## config.mk

```make
export PLATFORM = sky130hd
export DESIGN_NAME = blend_weight_engine_core
export DESIGN_NICKNAME = d
export VERILOG_FILES = /design/src/rtl/bwe_pkg.sv /design/src/rtl/bwe_div.sv /design/src/rtl/bwe_sqrt.sv /design/src/rtl/bwe_datapath.sv /design/src/rtl/bwe_ctrl.sv /design/src/rtl/blend_weight_engine_core.sv
export SDC_FILE = /design/constraint.sdc
export NUM_CORES = 2
export LEC_CHECK = 0
export BUFFER_PORTS_ARGS = -buffer_cell sky130_fd_sc_hd__buf_2
export CORE_MARGIN = 1.5
export CORE_UTILIZATION = 25
export DETAILED_ROUTE_END_ITERATION = 10
export PLACE_DENSITY = 0.41
export SYNTH_ARGS = -nofsm -noshare
export SYNTH_HDL_FRONTEND = slang
export SYNTH_SLANG_ARGS = --single-unit
```

## constraint.sdc

```tcl
create_clock -name clk_i -period 15.4 [get_ports clk_i]
set_input_delay 0 -clock clk_i [delete_from_list [all_inputs] [get_ports clk_i]]
set_output_delay 0 -clock clk_i [all_outputs]
set_load 0.05 [all_outputs]
```

## src/rtl/bwe_pkg.sv

```systemverilog
// Shared types, codes and constants of the blend weight engine.
package bwe_pkg;

  localparam int unsigned DEF_MAX_POINTS       = 16;
  localparam int unsigned DEF_WEIGHT_FRAC_BITS = 16;

  localparam int unsigned X_W       = 16;
  localparam int unsigned RAW_W     = 28;   // 2^40 / (dist + 0.1) stays below 2^28
  localparam int unsigned INV_SHIFT = 40;
  localparam int unsigned TENTH_Q16 = 6554;
  localparam int unsigned PADDR_W   = 3;

  localparam logic [1:0] ACT_APPEND = 2'd0;
  localparam logic [1:0] ACT_INSERT = 2'd1;
  localparam logic [1:0] ACT_QUERY  = 2'd2;

  localparam logic [1:0] MODE_LINEAR = 2'd0;
  localparam logic [1:0] MODE_IDW    = 2'd1;
  localparam logic [1:0] MODE_ADD    = 2'd2;

  localparam logic [1:0] ST_ADD_OK     = 2'd0;
  localparam logic [1:0] ST_ADD_REFUSE = 2'd1;
  localparam logic [1:0] ST_WEIGHT     = 2'd2;

  localparam logic REG_BLEND_MODE = 1'b0;

  typedef enum logic [4:0] {
    OP_NONE,
    OP_LOAD,
    OP_INS_SCAN,
    OP_SHIFT_INIT,
    OP_SHIFT,
    OP_WRITE,
    OP_REFUSE,
    OP_SCAN1D,
    OP_DIV_T_START,
    OP_T_LATCH,
    OP_EMIT_ONE_L,
    OP_EMIT_ONE_R,
    OP_EMIT_L,
    OP_EMIT_R,
    OP_CLIPSCAN,
    OP_PTR_CLR,
    OP_PTR_INC,
    OP_HALF_EMIT,
    OP_SQ,
    OP_SQRT_START,
    OP_RAW_START,
    OP_RAW_STORE,
    OP_W_START,
    OP_W_EMIT
  } op_e;

  typedef struct packed {
    op_e op;
  } cmd_t;

  typedef struct packed {
    logic [1:0] action;
    logic       full;
    logic       cnt_zero;
    logic       cnt_lt2;
    logic       ptr_end;
    logic       shift_done;
    logic       clip_at_ptr;
    logic       any_clip;
    logic       l_ok;
    logic       r_ok;
    logic       same;
    logic       range_pos;
    logic       num_pos;
    logic       div_busy;
    logic       sqrt_busy;
  } stat_t;

endpackage

```

## src/rtl/bwe_div.sv

```systemverilog
// Restoring divider, one quotient bit per cycle.
module bwe_div #(
  parameter int unsigned NUM_W = 56,
  parameter int unsigned DEN_W = 33
) (
  input  logic             clk_i,
  input  logic             rst_ni,
  input  logic             start_i,
  input  logic [NUM_W-1:0] num_i,
  input  logic [DEN_W-1:0] den_i,
  output logic             busy_o,
  output logic [NUM_W-1:0] quot_o
);
  localparam int unsigned CW = $clog2(NUM_W + 1);

  logic [NUM_W-1:0] quot_q;
  logic [DEN_W:0]   rem_q, rem_sh, diff;
  logic [DEN_W-1:0] den_q;
  logic [CW-1:0]    cnt_q;
  logic             busy_q;

  assign rem_sh = {rem_q[DEN_W-1:0], quot_q[NUM_W-1]};
  assign diff   = rem_sh - {1'b0, den_q};

  always_ff @(posedge clk_i or negedge rst_ni) begin
    if (!rst_ni) begin
      busy_q <= 1'b0;
      cnt_q  <= '0;
    end else if (start_i) begin
      busy_q <= 1'b1;
      cnt_q  <= CW'(NUM_W);
    end else if (busy_q) begin
      cnt_q <= cnt_q - CW'(1);
      if (cnt_q == CW'(1)) begin
        busy_q <= 1'b0;
      end
    end
  end

  always_ff @(posedge clk_i) begin
    if (start_i) begin
      quot_q <= num_i;
      rem_q  <= '0;
      den_q  <= den_i;
    end else if (busy_q) begin
      if (!diff[DEN_W]) begin
        rem_q  <= diff;
        quot_q <= {quot_q[NUM_W-2:0], 1'b1};
      end else begin
        rem_q  <= rem_sh;
        quot_q <= {quot_q[NUM_W-2:0], 1'b0};
      end
    end
  end

  assign busy_o = busy_q;
  assign quot_o = quot_q;
endmodule

```

## src/rtl/bwe_sqrt.sv

```systemverilog
// Integer square root, one root bit per cycle.
module bwe_sqrt #(
  parameter int unsigned IN_W = 50
) (
  input  logic              clk_i,
  input  logic              rst_ni,
  input  logic              start_i,
  input  logic [IN_W-1:0]   rad_i,
  output logic              busy_o,
  output logic [IN_W/2-1:0] root_o
);
  localparam int unsigned OW = IN_W / 2;
  localparam int unsigned CW = $clog2(OW + 1);

  logic [IN_W-1:0] rad_q;
  logic [OW+1:0]   rem_q, rem_sh, trial;
  logic [OW-1:0]   root_q;
  logic [CW-1:0]   cnt_q;
  logic            busy_q;

  assign rem_sh = {rem_q[OW-1:0], rad_q[IN_W-1:IN_W-2]};
  assign trial  = {root_q, 2'b01};

  always_ff @(posedge clk_i or negedge rst_ni) begin
    if (!rst_ni) begin
      busy_q <= 1'b0;
      cnt_q  <= '0;
    end else if (start_i) begin
      busy_q <= 1'b1;
      cnt_q  <= CW'(OW);
    end else if (busy_q) begin
      cnt_q <= cnt_q - CW'(1);
      if (cnt_q == CW'(1)) begin
        busy_q <= 1'b0;
      end
    end
  end

  always_ff @(posedge clk_i) begin
    if (start_i) begin
      rad_q  <= rad_i;
      rem_q  <= '0;
      root_q <= '0;
    end else if (busy_q) begin
      rad_q <= {rad_q[IN_W-3:0], 2'b00};
      if (rem_sh >= trial) begin
        rem_q  <= rem_sh - trial;
        root_q <= {root_q[OW-2:0], 1'b1};
      end else begin
        rem_q  <= rem_sh;
        root_q <= {root_q[OW-2:0], 1'b0};
      end
    end
  end

  assign busy_o = busy_q;
  assign root_o = root_q;
endmodule

```

## src/rtl/bwe_datapath.sv

```systemverilog
// Point table, scan registers, arithmetic units and result register.
module bwe_datapath #(
  parameter int unsigned MAX_POINTS       = bwe_pkg::DEF_MAX_POINTS,
  parameter int unsigned WEIGHT_FRAC_BITS = bwe_pkg::DEF_WEIGHT_FRAC_BITS
) (
  input  logic                clk_i,
  input  logic                rst_ni,
  input  bwe_pkg::cmd_t       cmd_i,
  output bwe_pkg::stat_t      stat_o,
  input  logic [1:0]          action_i,
  input  logic signed [15:0]  x_value_i,
  input  logic signed [15:0]  y_value_i,
  input  logic                has_clip_i,
  output logic                result_valid_o,
  output logic [3:0]          point_index_o,
  output logic [16:0]         weight_o,
  output logic [1:0]          status_o,
  output logic                last_o
);
  import bwe_pkg::*;

  localparam int unsigned IDX_W  = $clog2(MAX_POINTS);
  localparam int unsigned CNT_W  = $clog2(MAX_POINTS + 1);
  localparam int unsigned WF     = WEIGHT_FRAC_BITS;
  localparam int unsigned TOT_W  = RAW_W + CNT_W;
  localparam int unsigned NUM_W  = (RAW_W + WF > INV_SHIFT + 1) ? RAW_W + WF : INV_SHIFT + 1;
  localparam int unsigned D2_W   = 2 * X_W + 2;
  localparam int unsigned RAD_W  = D2_W + 16;
  localparam int unsigned ROOT_W = RAD_W / 2;

  logic signed [X_W-1:0] x_mem [MAX_POINTS];
  logic signed [X_W-1:0] y_mem [MAX_POINTS];
  logic                  clip_mem [MAX_POINTS];
  logic [RAW_W-1:0]      raw_mem [MAX_POINTS];

  logic [1:0]            act_q;
  logic signed [X_W-1:0] xq, yq;
  logic                  clipq;
  logic [CNT_W-1:0]      ptr_q, cnt_q;
  logic [IDX_W-1:0]      pos_q, l_idx_q, r_idx_q, lastclip_q;
  logic                  found_q, l_ok_q, r_ok_q, l_clip_q, r_clip_q, any_clip_q;
  logic signed [X_W-1:0] lx_q, rx_q;
  logic [D2_W-1:0]       sqx_q, sqy_q;
  logic [WF:0]           t_q;
  logic [TOT_W-1:0]      total_q;

  logic                  res_valid_q, res_valid_d, res_last_q, res_last_d;
  logic [3:0]            res_idx_q, res_idx_d;
  logic [16:0]           res_w_q, res_w_d;
  logic [1:0]            res_st_q, res_st_d;

  logic [IDX_W-1:0]      ptr_idx, ptr_m1, rd_addr;
  logic signed [X_W-1:0] x_rd, y_rd;
  logic                  clip_rd;
  logic [RAW_W-1:0]      raw_rd;
  logic signed [X_W:0]   num_s, range_s, dx, dy;
  logic signed [D2_W-1:0] sqx_d, sqy_d;
  logic [D2_W-1:0]       d2;
  logic [WF:0]           one_w, t_d, wv;
  logic [NUM_W-1:0]      div_num, div_q;
  logic [TOT_W-1:0]      div_den;
  logic                  div_start, div_busy, sqrt_busy;
  logic [ROOT_W-1:0]     dist_root;
  logic [IDX_W-1:0]      emit_idx;
  logic [IDX_W+3:0]      idx_ext;
  logic [WF+17:0]        w_ext;
  op_e                   op;

  assign op      = cmd_i.op;
  assign ptr_idx = ptr_q[IDX_W-1:0];
  assign ptr_m1  = ptr_idx - IDX_W'(1);
  assign rd_addr = (op == OP_SHIFT) ? ptr_m1 : ptr_idx;
  assign x_rd    = x_mem[rd_addr];
  assign y_rd    = y_mem[rd_addr];
  assign clip_rd = clip_mem[rd_addr];
  assign raw_rd  = raw_mem[rd_addr];

  assign num_s   = {xq[X_W-1], xq} - {lx_q[X_W-1], lx_q};
  assign range_s = {rx_q[X_W-1], rx_q} - {lx_q[X_W-1], lx_q};
  assign dx      = {x_rd[X_W-1], x_rd} - {xq[X_W-1], xq};
  assign dy      = {y_rd[X_W-1], y_rd} - {yq[X_W-1], yq};
  assign sqx_d   = dx * dx;
  assign sqy_d   = dy * dy;
  assign d2      = sqx_q + sqy_q;
  assign one_w   = {1'b1, {WF{1'b0}}};

  always_comb begin
    t_d = '0;
    if (!num_s[X_W] && (num_s != '0)) begin
      t_d = (div_q > (NUM_W'(1) << WF)) ? one_w : div_q[WF:0];
    end
  end

  // divider operand selection
  assign div_start = (op == OP_DIV_T_START) || (op == OP_RAW_START) || (op == OP_W_START);
  always_comb begin
    case (op)
      OP_DIV_T_START: begin
        div_num = NUM_W'(num_s[X_W-1:0]) << WF;
        div_den = TOT_W'(range_s[X_W-1:0]);
      end
      OP_RAW_START: begin
        div_num = NUM_W'(1) << INV_SHIFT;
        div_den = TOT_W'(dist_root) + TOT_W'(TENTH_Q16);
      end
      default: begin
        div_num = NUM_W'(raw_rd) << WF;
        div_den = total_q;
      end
    endcase
  end

  bwe_div #(.NUM_W(NUM_W), .DEN_W(TOT_W)) u_div (
    .clk_i   (clk_i),
    .rst_ni  (rst_ni),
    .start_i (div_start),
    .num_i   (div_num),
    .den_i   (div_den),
    .busy_o  (div_busy),
    .quot_o  (div_q)
  );

  bwe_sqrt #(.IN_W(RAD_W)) u_sqrt (
    .clk_i   (clk_i),
    .rst_ni  (rst_ni),
    .start_i (op == OP_SQRT_START),
    .rad_i   ({d2, 16'b0}),
    .busy_o  (sqrt_busy),
    .root_o  (dist_root)
  );

  // table writes
  always_ff @(posedge clk_i) begin
    case (op)
      OP_SHIFT: begin
        x_mem[ptr_idx]    <= x_rd;
        y_mem[ptr_idx]    <= y_rd;
        clip_mem[ptr_idx] <= clip_rd;
      end
      OP_WRITE: begin
        x_mem[pos_q]    <= xq;
        y_mem[pos_q]    <= (act_q == ACT_INSERT) ? '0 : yq;
        clip_mem[pos_q] <= clipq;
      end
      OP_RAW_STORE: raw_mem[ptr_idx] <= div_q[RAW_W-1:0];
      default: ;
    endcase
  end

  always_ff @(posedge clk_i or negedge rst_ni) begin
    if (!rst_ni) begin
      cnt_q <= '0;
      ptr_q <= '0;
    end else begin
      case (op)
        OP_LOAD, OP_PTR_CLR: ptr_q <= '0;
        OP_SHIFT_INIT:       ptr_q <= cnt_q;
        OP_SHIFT:            ptr_q <= ptr_q - CNT_W'(1);
        OP_WRITE:            cnt_q <= cnt_q + CNT_W'(1);
        OP_INS_SCAN, OP_SCAN1D, OP_CLIPSCAN, OP_PTR_INC, OP_HALF_EMIT,
        OP_RAW_STORE, OP_W_EMIT: ptr_q <= ptr_q + CNT_W'(1);
        default: ;
      endcase
    end
  end

  always_ff @(posedge clk_i) begin
    case (op)
      OP_LOAD: begin
        act_q      <= action_i;
        xq         <= x_value_i;
        yq         <= y_value_i;
        clipq      <= has_clip_i;
        pos_q      <= cnt_q[IDX_W-1:0];
        found_q    <= 1'b0;
        l_ok_q     <= 1'b0;
        r_ok_q     <= 1'b0;
        any_clip_q <= 1'b0;
        total_q    <= '0;
      end
      OP_INS_SCAN: begin
        if (!found_q && (x_rd > xq)) begin
          pos_q   <= ptr_idx;
          found_q <= 1'b1;
        end
      end
      OP_SCAN1D: begin
        if (x_rd <= xq) begin
          l_ok_q   <= 1'b1;
          l_idx_q  <= ptr_idx;
          lx_q     <= x_rd;
          l_clip_q <= clip_rd;
        end
        if ((x_rd >= xq) && !r_ok_q) begin
          r_ok_q   <= 1'b1;
          r_idx_q  <= ptr_idx;
          rx_q     <= x_rd;
          r_clip_q <= clip_rd;
        end
      end
      OP_T_LATCH: t_q <= t_d;
      OP_CLIPSCAN: begin
        if (clip_rd) begin
          any_clip_q <= 1'b1;
          lastclip_q <= ptr_idx;
        end
      end
      OP_SQ: begin
        sqx_q <= sqx_d;
        sqy_q <= sqy_d;
      end
      OP_RAW_STORE: total_q <= total_q + TOT_W'(div_q[RAW_W-1:0]);
      default: ;
    endcase
  end

  // result selection
  always_comb begin
    res_valid_d = 1'b0;
    res_last_d  = 1'b1;
    res_st_d    = ST_WEIGHT;
    emit_idx    = ptr_idx;
    wv          = '0;
    case (op)
      OP_WRITE: begin
        res_valid_d = 1'b1;
        res_st_d    = ST_ADD_OK;
        emit_idx    = pos_q;
      end
      OP_REFUSE: begin
        res_valid_d = 1'b1;
        res_st_d    = ST_ADD_REFUSE;
        emit_idx    = '0;
      end
      OP_EMIT_ONE_L: begin
        res_valid_d = l_clip_q;
        emit_idx    = l_idx_q;
        wv          = one_w;
      end
      OP_EMIT_ONE_R: begin
        res_valid_d = r_clip_q;
        emit_idx    = r_idx_q;
        wv          = one_w;
      end
      OP_EMIT_L: begin
        res_valid_d = l_clip_q;
        res_last_d  = !r_clip_q;
        emit_idx    = l_idx_q;
        wv          = one_w - t_q;
      end
      OP_EMIT_R: begin
        res_valid_d = r_clip_q;
        emit_idx    = r_idx_q;
        wv          = t_q;
      end
      OP_HALF_EMIT: begin
        res_valid_d = clip_rd;
        res_last_d  = (ptr_idx == lastclip_q);
        wv          = one_w >> 1;
      end
      OP_W_EMIT: begin
        res_valid_d = 1'b1;
        res_last_d  = (ptr_idx == lastclip_q);
        wv          = div_q[WF:0];
      end
      default: ;
    endcase
    idx_ext  = (IDX_W + 4)'(emit_idx);
    w_ext    = (WF + 18)'(wv);
    res_idx_d = idx_ext[3:0];
    res_w_d   = w_ext[16:0];
  end

  always_ff @(posedge clk_i or negedge rst_ni) begin
    if (!rst_ni) begin
      res_valid_q <= 1'b0;
    end else begin
      res_valid_q <= res_valid_d;
    end
  end

  always_ff @(posedge clk_i) begin
    res_idx_q  <= res_idx_d;
    res_w_q    <= res_w_d;
    res_st_q   <= res_st_d;
    res_last_q <= res_last_d;
  end

  assign result_valid_o = res_valid_q;
  assign point_index_o  = res_idx_q;
  assign weight_o       = res_w_q;
  assign status_o       = res_st_q;
  assign last_o         = res_last_q;

  always_comb begin
    stat_o.action      = act_q;
    stat_o.full        = (cnt_q == CNT_W'(MAX_POINTS));
    stat_o.cnt_zero    = (cnt_q == '0);
    stat_o.cnt_lt2     = (cnt_q < CNT_W'(2));
    stat_o.ptr_end     = (ptr_q == cnt_q);
    stat_o.shift_done  = (ptr_q == CNT_W'(pos_q));
    stat_o.clip_at_ptr = clip_rd;
    stat_o.any_clip    = any_clip_q;
    stat_o.l_ok        = l_ok_q;
    stat_o.r_ok        = r_ok_q;
    stat_o.same        = (l_idx_q == r_idx_q);
    stat_o.range_pos   = !range_s[X_W] && (range_s != '0);
    stat_o.num_pos     = !num_s[X_W] && (num_s != '0);
    stat_o.div_busy    = div_busy;
    stat_o.sqrt_busy   = sqrt_busy;
  end
endmodule

```

## src/rtl/bwe_ctrl.sv

```systemverilog
// Sequencer that steps the datapath through adds and queries.
module bwe_ctrl (
  input  logic           clk_i,
  input  logic           rst_ni,
  input  logic           start_i,
  input  logic [1:0]     mode_i,
  input  bwe_pkg::stat_t stat_i,
  output bwe_pkg::cmd_t  cmd_o,
  output logic           busy_o
);
  import bwe_pkg::*;

  typedef enum logic [16:0] {
    S_IDLE     = 17'h00001,
    S_DISPATCH = 17'h00002,
    S_INS_SCAN = 17'h00004,
    S_SHIFT    = 17'h00008,
    S_SCAN1D   = 17'h00010,
    S_DEC1D    = 17'h00020,
    S_TWAIT    = 17'h00040,
    S_EMIT_L   = 17'h00080,
    S_EMIT_R   = 17'h00100,
    S_CLIPSCAN = 17'h00200,
    S_HALF     = 17'h00400,
    S_DIST     = 17'h00800,
    S_SQRT     = 17'h01000,
    S_SWAIT    = 17'h02000,
    S_RWAIT    = 17'h04000,
    S_NORM     = 17'h08000,
    S_WWAIT    = 17'h10000
  } state_e;

  state_e state_q, state_d;
  op_e    op;

  always_comb begin
    state_d = state_q;
    op      = OP_NONE;
    case (state_q)
      S_IDLE: begin
        if (start_i) begin
          op      = OP_LOAD;
          state_d = S_DISPATCH;
        end
      end
      S_DISPATCH: begin
        state_d = S_IDLE;
        case (stat_i.action)
          ACT_APPEND, ACT_INSERT: begin
            if (stat_i.full) begin
              op = OP_REFUSE;
            end else if (stat_i.action == ACT_APPEND) begin
              op = OP_WRITE;
            end else begin
              state_d = S_INS_SCAN;
            end
          end
          ACT_QUERY: begin
            if (!stat_i.cnt_zero) begin
              case (mode_i)
                MODE_LINEAR: state_d = S_SCAN1D;
                MODE_IDW:    state_d = stat_i.cnt_lt2 ? S_SCAN1D : S_CLIPSCAN;
                MODE_ADD:    state_d = S_CLIPSCAN;
                default:     state_d = S_IDLE;
              endcase
            end
          end
          default: ;
        endcase
      end
      S_INS_SCAN: begin
        if (stat_i.ptr_end) begin
          op      = OP_SHIFT_INIT;
          state_d = S_SHIFT;
        end else begin
          op = OP_INS_SCAN;
        end
      end
      S_SHIFT: begin
        if (stat_i.shift_done) begin
          op      = OP_WRITE;
          state_d = S_IDLE;
        end else begin
          op = OP_SHIFT;
        end
      end
      S_SCAN1D: begin
        if (stat_i.ptr_end) begin
          state_d = S_DEC1D;
        end else begin
          op = OP_SCAN1D;
        end
      end
      S_DEC1D: begin
        state_d = S_IDLE;
        if (stat_i.l_ok && stat_i.r_ok && !stat_i.same) begin
          if (stat_i.range_pos) begin
            if (stat_i.num_pos) begin
              op      = OP_DIV_T_START;
              state_d = S_TWAIT;
            end else begin
              op      = OP_T_LATCH;
              state_d = S_EMIT_L;
            end
          end
        end else if (stat_i.l_ok) begin
          op = OP_EMIT_ONE_L;
        end else if (stat_i.r_ok) begin
          op = OP_EMIT_ONE_R;
        end
      end
      S_TWAIT: begin
        if (!stat_i.div_busy) begin
          op      = OP_T_LATCH;
          state_d = S_EMIT_L;
        end
      end
      S_EMIT_L: begin
        op      = OP_EMIT_L;
        state_d = S_EMIT_R;
      end
      S_EMIT_R: begin
        op      = OP_EMIT_R;
        state_d = S_IDLE;
      end
      S_CLIPSCAN: begin
        if (stat_i.ptr_end) begin
          op = OP_PTR_CLR;
          if (!stat_i.any_clip) begin
            state_d = S_IDLE;
          end else begin
            state_d = (mode_i == MODE_IDW) ? S_DIST : S_HALF;
          end
        end else begin
          op = OP_CLIPSCAN;
        end
      end
      S_HALF: begin
        if (stat_i.ptr_end) begin
          state_d = S_IDLE;
        end else begin
          op = OP_HALF_EMIT;
        end
      end
      S_DIST: begin
        if (stat_i.ptr_end) begin
          op      = OP_PTR_CLR;
          state_d = S_NORM;
        end else if (!stat_i.clip_at_ptr) begin
          op = OP_PTR_INC;
        end else begin
          op      = OP_SQ;
          state_d = S_SQRT;
        end
      end
      S_SQRT: begin
        op      = OP_SQRT_START;
        state_d = S_SWAIT;
      end
      S_SWAIT: begin
        if (!stat_i.sqrt_busy) begin
          op      = OP_RAW_START;
          state_d = S_RWAIT;
        end
      end
      S_RWAIT: begin
        if (!stat_i.div_busy) begin
          op      = OP_RAW_STORE;
          state_d = S_DIST;
        end
      end
      S_NORM: begin
        if (stat_i.ptr_end) begin
          state_d = S_IDLE;
        end else if (!stat_i.clip_at_ptr) begin
          op = OP_PTR_INC;
        end else begin
          op      = OP_W_START;
          state_d = S_WWAIT;
        end
      end
      S_WWAIT: begin
        if (!stat_i.div_busy) begin
          op      = OP_W_EMIT;
          state_d = S_NORM;
        end
      end
      default: state_d = S_IDLE;
    endcase
  end

  always_ff @(posedge clk_i or negedge rst_ni) begin
    if (!rst_ni) begin
      state_q <= S_IDLE;
    end else begin
      state_q <= state_d;
    end
  end

  assign cmd_o.op = op;
  assign busy_o   = (state_q != S_IDLE);
endmodule

```

## src/rtl/blend_weight_engine_core.sv

```systemverilog
// Blend weight engine: point table with 1D, inverse-distance and additive weighting.
//
// Command channel: an item (action, x, y, has_clip) is taken when start is high and
// busy is low. Results leave on result_valid_o, one cycle each, with last_o on the
// final one; the receiver cannot stall, and a new item may be taken while the last
// result is still on the ports. An append or a refused add needs no table search; an
// insert searches the table and then moves its entries, one entry a cycle.
// A linear query scans the table, then emits one weight or a weight pair, which may
// need the interpolation divider. An additive query scans the table twice.
// An inverse-distance query runs, for each of C points with a clip, the 25-step
// square root once and the bit-serial divider (NUM_W = max(41, 28 + WEIGHT_FRAC_BITS)
// steps) twice; both units are shared by every point.
// The blend_mode register sits at byte address 0 of the APB port.
// Reset empties the table and selects linear mode; table contents are left as they
// are and are not read until rewritten.
module blend_weight_engine_core #(
  parameter int unsigned MAX_POINTS       = bwe_pkg::DEF_MAX_POINTS,
  parameter int unsigned WEIGHT_FRAC_BITS = bwe_pkg::DEF_WEIGHT_FRAC_BITS
) (
  input  logic                        clk_i,
  input  logic                        rst_ni,
  input  logic                        start,
  output logic                        busy,
  input  logic [1:0]                  action_i,
  input  logic signed [15:0]          x_value_i,
  input  logic signed [15:0]          y_value_i,
  input  logic                        has_clip_i,
  output logic                        result_valid_o,
  output logic [3:0]                  point_index_o,
  output logic [16:0]                 weight_o,
  output logic [1:0]                  status_o,
  output logic                        last_o,
  input  logic                        psel,
  input  logic                        penable,
  input  logic                        pwrite,
  input  logic [bwe_pkg::PADDR_W-1:0] paddr,
  input  logic [31:0]                 pwdata,
  output logic [31:0]                 prdata,
  output logic                        pready
);
  import bwe_pkg::*;

  logic [1:0] mode_q;
  logic       cfg_wr;
  cmd_t       cmd;
  stat_t      stat;

  assign pready = 1'b1;
  assign cfg_wr = psel && penable && pwrite && pready;

  always_ff @(posedge clk_i or negedge rst_ni) begin
    if (!rst_ni) begin
      mode_q <= MODE_LINEAR;
    end else if (cfg_wr && (paddr[2] == REG_BLEND_MODE)) begin
      mode_q <= pwdata[1:0];
    end
  end

  assign prdata = (paddr[2] == REG_BLEND_MODE) ? 32'(mode_q) : '0;

  bwe_ctrl u_ctrl (
    .clk_i   (clk_i),
    .rst_ni  (rst_ni),
    .start_i (start),
    .mode_i  (mode_q),
    .stat_i  (stat),
    .cmd_o   (cmd),
    .busy_o  (busy)
  );

  bwe_datapath #(
    .MAX_POINTS       (MAX_POINTS),
    .WEIGHT_FRAC_BITS (WEIGHT_FRAC_BITS)
  ) u_dp (
    .clk_i          (clk_i),
    .rst_ni         (rst_ni),
    .cmd_i          (cmd),
    .stat_o         (stat),
    .action_i       (action_i),
    .x_value_i      (x_value_i),
    .y_value_i      (y_value_i),
    .has_clip_i     (has_clip_i),
    .result_valid_o (result_valid_o),
    .point_index_o  (point_index_o),
    .weight_o       (weight_o),
    .status_o       (status_o),
    .last_o         (last_o)
  );
endmodule

```

==> impl_metrics.py <==
metrics = {
    "synthesis": {
        "synth_cell_type_count": 97,
        "yosysMostFrequentCell": "edfxtp_1",
        "synth_ff_type": "edfxtp_1",
        "synth_top_area_share_pct": 45.8,
        "synthTopCellsByArea": "edfxtp_1 46%, fa_1 13%, mux4_2 8.1%, ha_1 5.4%, inv_1 3.8%",
        "synthArstFlopShare_pct": 2.98,
        "synth-edff-count": 1292,
        "yosysTopAreaCell": "edfxtp_1",
        "yosysWarnings": 13,
        "yosysSeqAreaShare_pct": 49.6,
        "ys_ff_latch": 1442,
        "synth_cells": 6493,
        "netlist_area_mm2": 0.0847,
        "synthTopCellsByCount": "1292 x edfxtp_1, 849 x inv_1, 549 x fa_1",
        "synth_area_per_cell_um2": 13.1,
    },
    "floorplanning": {
        "die-width_um": 585,
        "start_util_pct": 25.2,
        "core_mm2": 0.337,
        "pin_count": 135,
        "die_area_mm2": 0.342,
        "die_h_um": 585,
        "core.rowCount": 213,
    },
    "global_route": {
        "grt_antenna_before_repair": 6,
        "grt_use_met3_pct": 1.63,
        "top_usage_layer": "met2",
        "grt_overflow": 0,
        "grtUsageMet2_pct": 24.1,
        "grt_pass1_vias": 54900,
        "met1_usage_pct": 19.3,
        "grt_pass1_wl_um": 365000,
        "grtUsageTotal_pct": 14.2,
        "grt_start_max_net_pins": 113,
    },
    "final_layout": {
        "nets": 7768,
        "final_util_pct": 29.0,
        "fillCellCount": 34300,
        "synthToLayoutAreaGrowth_pct": 15.4,
        "layout-drive-gt1-share_pct": 13.4,
    },
    "placement": {
        "place_ws_ns": 0.191,
        "portBuffers": 71,
        "place_congestion": 0.828,
        "dp_hpwl_um": 162000,
    },
    "cts": {
        "clk_pin_slew_ns": 0.06,
        "clock_sinks": 1442,
        "cts_tree": "done",
        "cts_buffer_depth": 4,
        "clkLatencyLatePin_ns": 0.84,
        "cts-root-buf": "clkbuf_16",
        "numCtsBuffers": 172,
        "cts_max_level": 4,
    },
    "setup_path": {
        "cp_max_fo": 13,
        "cp_slowest_stage_delay_ns": 0.54,
        "ff2ff_path_depth": 56,
        "critPathRequiredTime_ns": 15.94,
        "critPathLaunchType": "flop",
        "crit_type": "flop to flop",
        "arrival_ns": 15.13,
        "cp-end-kind": "flop",
        "cpMostUsedCell": "inv_1",
        "cpMaxStageDelayCell": "mux4_2",
    },
    "sta": {
        "period_share_pct": 94.7,
        "hold_viol": 0,
        "worst_slack_ns": 0.814,
        "fin_crit_ns": 14.59,
        "worst_clock_skew_ns": 0.0950,
        "maxSlewHeadroom_pct": 12.7,
        "rsz0062_at_grt": "no",
        "slew_violations": 0,
        "fin_setup_tns_ns": 0,
        "max_freq_mhz": 68.6,
        "tightestPinTransition_ns": 1.29,
        "setup_viol": 0,
    },
    "detailed_routing": {
        "wl_um": 244000,
        "remaining_drc_errors": 0,
        "drt_iter0_drc": 3225,
        "via_per_inst": 4.51,
        "via_count": 51500,
        "first_pass_iters": 5,
        "antenna_left": 0,
        "wl_per_cell_um": 21.3,
    },
    "run_status": {
        "status": "finished, final reports clean",
    },
    "hold_path": {
        "hp-class": "input port to flop",
        "hold_depth": 4,
    },
    "job": {
        "drv_cap": 0,
    },
}
-- logic make-up after synthesis --
family	synth area share, %
AND/OR/NAND/NOR	8.33
flip-flops	49.6
buffers and inverters	5.13
adder cells (fa/ha/maj)	18.3
AO/OA/AOI/OAI	6.64
multiplexers	8.98
XOR/XNOR	3.01
other	0.00886
-- routing by layer --
metal | up-vias | share of wire [%]
li1 | 23600 | -
met1 | 26600 | 46
met5 | - | 0
met2 | 964 | 48
met3 | 297 | 3.4
met4 | 0 | 2.3
-- state kept, by name, indices dropped and copies added (netlist names), 34 cells and up --
signal	flops
u_dp.u_div.quot_o	44
u_dp.u_sqrt.rad_q	34
u_dp.y_mem	256
u_dp.raw_mem	448
u_dp.x_mem	256
-- critical path, delay by kind of cell, from the launching register on --
family	cells	cell delay, ns
adder cells (fa/ha/maj)	10	4.20
multiplexers	2	1.08
AND/OR/NAND/NOR	7	1.41
AO/OA/AOI/OAI	20	4.58
flip-flops	1	0.46
XOR/XNOR	4	0.87
buffers and inverters	13	1.64
-- what timing repair did --
item / CTS / global route
hold buffers: 80 / 0
gates resized for setup: 0 / 16
setup buffers: 0 / 2
setup endpoints to repair: 0 / 14
endpoints found under the hold margin: 83 / 0
-- placed cells by master, fill, tap and decap left out, types with 19 or more instances in the layout --
cell type and instances:
and3_1 42, clkbuf_16 175, nand3_1 96, dfrtp_1 40
a211oi_1 50, a31oi_1 23, and2_1 77, clkinv_1 45
dlygate4sd3_1 80, o21ai_0 184, ha_1 363, edfxtp_1 1292
inv_1 848, mux4_2 305, xor2_1 107, nor2b_1 54
nand4_1 42, fa_1 549, o211ai_1 30, nor4_1 24
nor3_1 104, o21bai_1 25, or2_2 19, a21o_1 113
o21a_1 27, mux2i_1 57, nor2_1 403, buf_2 71
buf_4 182, xnor2_1 180, nor2_4 29, dfxtp_1 107
conb_1 31, nand2b_1 52, nand2_1 442, clkinv_2 28
or3_1 31, a21oi_1 205, clkbuf_1 27
-- stage by stage --
step	hold slack [ns]	area (µm²)	std cells
finish	0.121	97800	11400
global route	0.126	97800	11400
detailed placement	0.178	91600	11000
global placement	0.177	91600	11000
CTS	0.0382	97700	11400
floorplan	-0.296	84900	6522
-- final timing paths --
path | startpoint | to | slack [ns]
max | u_dp.lx_q[1]$_DFFE_PP_ | u_dp.sqx_q[33]$_DFFE_PN_ | 0.81
min reg2reg | u_dp.u_div.rem_q[24]$_SDFFE_PN0P_ | u_dp.u_div.rem_q[24]$_SDFFE_PN0P_ | 0.50
min in group asynchronous | rst_ni | u_dp.u_div.cnt_q[3]$_DFFE_PN0P_ | 0.42
max reg2reg | u_dp.lx_q[1]$_DFFE_PP_ | u_dp.sqx_q[33]$_DFFE_PN_ | 0.81
max in group asynchronous | rst_ni | u_dp.u_sqrt.busy_o$_DFF_PN0_ | 14.30
min | penable | mode_q[1]$_DFFE_PN0P_ | 0.12
-- final cells by class --
type	instances	area (µm²)	share of cell area, %
Sequential cell	1442	42000	43.0
Multi-Input combinational cell	3964	38900	39.8
Tap cell	4515	5650	5.78
Clock buffer	202	4470	4.57
Inverter	860	3230	3.30
Timing Repair Buffer	340	2660	2.72
Clock inverter	100	810	0.828
Antenna cell	1	2.50	0.00256
Power is left out: the tool's default activity adds up to more than one toggle a clock period on the data nets, which glitch-free logic cannot reach.
